$ cat src/sv/ept_pkg.sv
// Shared types and constants of the event parameter table.
package ept_pkg;

  localparam int unsigned TABLE_DEPTH = 64;
  localparam int unsigned ADDR_W = $clog2(TABLE_DEPTH);
  localparam int unsigned CNT_W = $clog2(TABLE_DEPTH + 1);
  localparam int unsigned SAT_W = (CNT_W > 7) ? CNT_W : 7;

  typedef logic [ADDR_W-1:0] addr_t;
  typedef logic [CNT_W-1:0] cnt_t;

  typedef enum logic [3:0] {
    REQ_GET       = 4'd0,
    REQ_SET       = 4'd1,
    REQ_MOVE      = 4'd2,
    REQ_REMOVE    = 4'd3,
    REQ_PREV_ANY  = 4'd4,
    REQ_PREV_IDX  = 4'd5,
    REQ_NEXT      = 4'd6,
    REQ_COUNT     = 4'd7,
    REQ_START     = 4'd8,
    REQ_CLEAR     = 4'd9
  } req_e;

  typedef enum logic [1:0] {
    STAT_OK        = 2'd0,
    STAT_NOT_FOUND = 2'd1,
    STAT_FULL      = 2'd2
  } status_e;

  typedef enum logic [0:0] {
    CFG_ENABLE_INDEX  = 1'b0,
    CFG_ENABLED_VALUE = 1'b1
  } cfg_e;

  typedef enum logic [1:0] {
    ST_IDLE,
    ST_SCAN,
    ST_DRAIN,
    ST_COMMIT
  } state_e;

  typedef struct packed {
    logic [30:0]        pos;
    logic signed [15:0] idx;
    logic [31:0]        val;
  } slot_t;

  typedef struct packed {
    logic  load;
    logic  scan_en;
    addr_t scan_addr;
    logic  commit;
  } ctrl_cmd_t;

endpackage

$ cat src/sv/ept_ctrl.sv
// Sequencing controller of the event parameter table.
module ept_ctrl (
  input  logic               clk_i,
  input  logic               rst_ni,
  input  logic               in_valid_i,
  output logic               in_stall_o,
  output logic               out_valid_o,
  input  logic               out_stall_i,
  output ept_pkg::ctrl_cmd_t cmd_o
);

  ept_pkg::state_e state_q, state_d;
  ept_pkg::addr_t  scan_addr_q, scan_addr_d;
  logic            out_valid_q, out_valid_d;
  logic            out_free;
  logic            scan_last;

  assign out_free  = !out_valid_q || !out_stall_i;
  assign scan_last = (scan_addr_q == ept_pkg::ADDR_W'(ept_pkg::TABLE_DEPTH - 1));

  always_comb begin
    state_d = state_q;
    unique case (state_q)
      ept_pkg::ST_IDLE: begin
        if (in_valid_i) state_d = ept_pkg::ST_SCAN;
      end
      ept_pkg::ST_SCAN: begin
        if (scan_last) state_d = ept_pkg::ST_DRAIN;
      end
      ept_pkg::ST_DRAIN: begin
        state_d = ept_pkg::ST_COMMIT;
      end
      ept_pkg::ST_COMMIT: begin
        if (out_free) state_d = ept_pkg::ST_IDLE;
      end
      default: state_d = ept_pkg::ST_IDLE;
    endcase
  end

  always_comb begin
    cmd_o.load      = (state_q == ept_pkg::ST_IDLE) && in_valid_i;
    cmd_o.scan_en   = (state_q == ept_pkg::ST_SCAN);
    cmd_o.scan_addr = scan_addr_q;
    cmd_o.commit    = (state_q == ept_pkg::ST_COMMIT) && out_free;
    in_stall_o      = (state_q != ept_pkg::ST_IDLE);
    out_valid_o     = out_valid_q;
  end

  always_comb begin
    scan_addr_d = scan_addr_q;
    if (cmd_o.load) begin
      scan_addr_d = '0;
    end else if (cmd_o.scan_en) begin
      scan_addr_d = scan_addr_q + ept_pkg::ADDR_W'(1);
    end
    out_valid_d = out_valid_q;
    if (cmd_o.commit) begin
      out_valid_d = 1'b1;
    end else if (out_valid_q && !out_stall_i) begin
      out_valid_d = 1'b0;
    end
  end

  always_ff @(posedge clk_i or negedge rst_ni) begin
    if (!rst_ni) begin
      state_q     <= ept_pkg::ST_IDLE;
      scan_addr_q <= '0;
      out_valid_q <= 1'b0;
    end else begin
      state_q     <= state_d;
      scan_addr_q <= scan_addr_d;
      out_valid_q <= out_valid_d;
    end
  end

`ifndef NO_ASSERTIONS
  a_commit_free: assert property (@(posedge clk_i) disable iff (!rst_ni)
    cmd_o.commit |-> !(out_valid_q && out_stall_i))
    else $error("result overwritten while still held");
  a_accept_scan: assert property (@(posedge clk_i) disable iff (!rst_ni)
    (in_valid_i && !in_stall_o) |=> (state_q == ept_pkg::ST_SCAN && scan_addr_q == '0))
    else $error("scan did not start from the first slot");
  a_out_from_commit: assert property (@(posedge clk_i) disable iff (!rst_ni)
    $rose(out_valid_q) |-> $past(cmd_o.commit))
    else $error("result raised without a commit");
`endif

endmodule

$ cat config.mk
export PLATFORM = sky130hd
export DESIGN_NAME = ept_ctrl
export DESIGN_NICKNAME = d
export VERILOG_FILES = /design/src/sv/ept_pkg.sv /design/src/sv/ept_ctrl.sv
export SDC_FILE = /design/constraint.sdc
export NUM_CORES = 1
export LEC_CHECK = 0
export BUFFER_PORTS_ARGS = -buffer_cell sky130_fd_sc_hd__buf_2
export CORE_AREA = 2 2 39 41
export CTS_CLUSTER_DIAMETER = 80
export DETAILED_ROUTE_END_ITERATION = 8
export DIE_AREA = 0 0 41 43
export SETUP_SLACK_MARGIN = 0.4
export SYNTH_ARGS = -nofsm -noshare
export SYNTH_HDL_FRONTEND = slang
export SYNTH_SLANG_ARGS = --single-unit
export TNS_END_PERCENT = 30
$ cat constraint.sdc
create_clock -name clk_i -period 2.1 [get_ports clk_i]
set_clock_uncertainty 0.15 [all_clocks]
set_input_delay 0.42 -clock clk_i [delete_from_list [all_inputs] [get_ports clk_i]]
set_output_delay 0.42 -clock clk_i [all_outputs]
set_load 0.01 [all_outputs]
# After elaboration in Yosys (flattened, before gate mapping)
# Cells that the tools add are included.
[classes] eq_ne=7 addsub=1 muxes=8 reduce_logical=11
[ops] operator="two-way mux 6 bit" n=2
[ops] operator="case mux 2 bit (4 select lines)" n=1
[ops] operator="adder 6 x 1 -> 6 bit, second input constant" n=1
[ops] operator="equality test 6 bit, second input constant" n=1
[ops] operator="two-way mux 2 bit" n=3
[ops] operator="nonzero test 2 bit" n=3
[ops] operator="equality test 2 bit, second input constant" n=2
[ops] operator="!= test 2 bit, second input constant" n=2
[ops] operator="logical AND 1 bit" n=3
[ops] operator="AND reduction 3 bit" n=1
[ops] operator="equality test 2 x 1 -> 1 bit, second input constant" n=1
[ops] operator="zero test 1 bit" n=2
[ops] operator="zero test 2 bit" n=1
[ops] operator="two-way mux 1 bit" n=2
[ops] operator="!= test 2 x 1 -> 1 bit, second input constant" n=1
[ops] operator="logical OR 1 bit" n=1
[word_totals] elab_cells=30 out_inout_bits=11 regBits=9 in_bits=4

# Depth between registers and ports, before layout
[depth] depth_word=4 ltp_mapped=6 mapped_depth_nobuf=5

# Worst setup path before layout
# Ideal clock, no wire load.
[synth_timing] kind="flip-flop to flip-flop" startpoint="register state_q[1]" endpoint="register scan_addr_q[5]" path_slack_ps=436 t_arrival_ps=1436 n_path_buf=1 path_stages_with_launch=7 setup_time_ps=78 period_less_slack_ps=1664 required_time_ps=1872 path_cell_list="dfrtp_1 > inv_1 > ha_1 > buf_6 > nand4_2 > or3_1 > a21oi_1"
[synth_lines] element="from (decl)" line="ept_ctrl.sv:12" text="ept_pkg::state_e state_q, state_d;"
[synth_lines] element="from (signal assigned)" line="ept_ctrl.sv:66" text="state_q <= ept_pkg::ST_IDLE;"
[synth_lines] element="from (signal assigned)" line="ept_ctrl.sv:70" text="state_q <= state_d;"
[synth_lines] element="to (signal assigned)" line="ept_ctrl.sv:71" text="scan_addr_q <= scan_addr_d;"
[synth_lines] element="to (decl)" line="ept_ctrl.sv:13" text="ept_pkg::addr_t scan_addr_q, scan_addr_d;"

==> results.sh <==
export IMPL_crit_chain="inv_2 > ha_4 > and2_4 > buf_6"
export IMPL_core_mm2=0.00138
export IMPL_cts_clk_slew_worst_paths_ps=50
export IMPL_r2r_slack_ps=480
export IMPL_grt_pass1_vias=403
export IMPL_synth_edff_count=0
export IMPL_io_buffers=14
export IMPL_dp_cells=77
export IMPL_end_kind="output pin"
export IMPL_gp_congestion=0.687
export IMPL_wl_per_cell_um=11.2
export IMPL_path_depth=4
export IMPL_die_area_mm2=0.00176
export IMPL_vdd_drop_max_mv=0.744
export IMPL_cp_slowest_cell="dfrtp_1"
export IMPL_clk_root_buffer_cell="clkbuf_4"
export IMPL_crit_required_ps=1530
export IMPL_netlist_instances=49
export IMPL_antenna_left=0
export IMPL_r2r_start="state_q[1]"
export IMPL_synthTopCellsByArea="dfrtp_1 44%, ha_1 15%, xor2_1 5.1%, nor2_1 4.4%, mux2i_1 3.9%"
export IMPL_fin_crit_ps=1740
export IMPL_vias=404
export IMPL_grtUsageTotal=0.143
export IMPL_p_leak_uw=0.000354
export IMPL_grt_max_degree=10
export IMPL_ios=15
export IMPL_min_from="out_stall_i"
export IMPL_powerDensity_mw_per_mm2=1350
export IMPL_holdPathEnd="out_valid_o"
export IMPL_finalSetupTns_ps=0
export IMPL_drcViolationCount=0
export IMPL_numClockSinks=9
export IMPL_fmax_ghz=0.573
export IMPL_syn2layout_area_growth_pct=34.6
export IMPL_cp_num_buf_inv=2
export IMPL_cts_htree_levels=1
export IMPL_n_antenna_cell=0
export IMPL_min_path_type="in2reg"
export IMPL_hold_viol=0
export IMPL_initialDrtViolationCount=3
export IMPL_yosysTopAreaCellShare=0.439
export IMPL_maxSlewViolCount=0
export IMPL_clk_latency_ps=260
export IMPL_firstDrtPassIters=2
export IMPL_initial_utilization=0.371
export IMPL_cts_buffers=3
export IMPL_path_class="reg2out"
export IMPL_rr_endpoint="state_q[1]"
export IMPL_num_rows=14
export IMPL_crit_path_start_kind="flop"
export IMPL_cts_tree="built"
export IMPL_postSynthAreaPerCell_um2=10.5
export IMPL_synth_fp_nets=59
export IMPL_synth_area_leader_cell="dfrtp_1"
export IMPL_drive_gt1_frac=0.414
export IMPL_ys_top_cells_by_count="9 x dfrtp_1, 6 x ha_1, 6 x nor2_1"
export IMPL_finalSetupViolCount=0
export IMPL_cap_violations=0
export IMPL_nNetsFinal=81
export IMPL_worstMarginPinSlew_ps=273
export IMPL_ys_seq_elements=9
export IMPL_overflow=0
export IMPL_cp_data_arrival_time_ps=1170
export IMPL_dp_hpwl_um=699
export IMPL_whs_path_depth=2
export IMPL_slew_headroom=0.817
export IMPL_yosysSeqAreaShare=0.439
export IMPL_critical_path_top_delay_family="flip-flops"
export IMPL_grt_pass1_wl_mm=1.61
export IMPL_synth_main_ff_cell="dfrtp_1"
export IMPL_syn_area_um2=513
export IMPL_antenna_found_initial=0
export IMPL_fin_cells=86
export IMPL_cts_buffer_depth=2
export IMPL_dieHeight_um=43
export IMPL_synth_cell_types=23
export IMPL_synthArstFlopShare=1.00
export IMPL_die_width_um=41
export IMPL_p_total_uw=932
export IMPL_reg2regPathDepth=5
export IMPL_outcome="completed"
export IMPL_vias_per_cell=4.70
export IMPL_synth_warning_count=0
export IMPL_fin_crit_sh=0.831
export IMPL_grt_setup_unrepaired="yes"
export IMPL_crit_path_max_incr_delay_ps=420
export IMPL_yosysMostFrequentCell="dfrtp_1"
export IMPL_drt_total_wl_um=967
export IMPL_crit_fanout=4
==> through the flow <==
stage	setup WS (ps)	utilization	cell area, um2	hold slack (ps)
finish	356	0.499	691	247
global route	302	0.499	691	260
global placement	435	0.425	588	138
CTS	369	0.499	691	240
floorplan	436	-	513	-25.6
detailed placement	376	0.425	588	137
==> cell type report <==
type	count	area (um2)
sequential	9	225
clock buffer	4	26.3
fill	141	693
timing repair buffer	20	124
inverter	3	11.3
multi-input combinational	34	284
tap	16	20.0
==> repair_timing <==
| item | 4_1_cts | 5_1_grt |
|---|---|---|
| pin swaps | 1 | 0 |
| setup buffers | 4 | 0 |
| resized for setup | 10 | 0 |
| hold buffers | 1 | 0 |
| setup endpoints to repair | 6 | 5 |
| hold endpoints to repair | 9 | 0 |
==> per-layer routing <==
| metal | track usage | share of wire |
|---|---|---|
| met1 | 0.150 | 0.40 |
| met2 | 0.225 | 0.53 |
| met3 | 0.0942 | 0.074 |
| met4 | 0.0400 | 0 |
| met5 | 0 | 0 |
==> worst max path at each step <==
| stage | start | endpoint | slack [ps] |
|---|---|---|---|
| final | state_q[1] | cmd_o[8] | 360 |
| after CTS | state_q[1] | cmd_o[8] | 370 |
| after detailed placement | state_q[1] | scan_addr_q[5] | 380 |
| after global placement | state_q[1] | scan_addr_q[5] | 430 |
| after global routing | state_q[1] | cmd_o[8] | 300 |
| after floorplan | state_q[1] | scan_addr_q[5] | 440 |
==> cells by family (layout without fill, tap and decap cells) <==
| logic type | Yosys count | in the layout | synth area share |
|---|---|---|---|
| buffers and inverters | 6 | 27 | 0.0658 |
| and+or+nand+nor | 15 | 15 | 0.146 |
| muxes | 3 | 3 | 0.0610 |
| xor gates and xnor gates | 4 | 4 | 0.0683 |
| AOI/OAI and AO/OA | 6 | 6 | 0.0732 |
| DFF | 9 | 9 | 0.439 |
| adders and majority gates | 6 | 6 | 0.146 |
==> flip-flops by register name (all words and copies together) (netlist names) <==
name         cells
out_valid_o      1
scan_addr_q      6
state_q          2
==> cells in the final DEF (no fill, tap or decap), drive strengths merged, types with 3 or more instances in the layout <==
master / netlist / routed
buf: 2 / 19
clkbuf: 1 / 4
dfrtp: 9 / 9
ha: 6 / 6
inv: 3 / 3
nand2: 3 / 3
nor2: 6 / 6
xor2: 3 / 3
==> power breakdown <==
| group | internal (uW) | leakage (uW) | switching (uW) | total, uW |
|---|---|---|---|---|
| clock network | 73.1 | 0.0000150 | 58.1 | 131 |
| logic | 260 | 0.000223 | 240 | 501 |
| registers | 233 | 0.000116 | 66.6 | 300 |
| total | 567 | 0.000354 | 365 | 932 |
(Power assumes the default switching activity.)
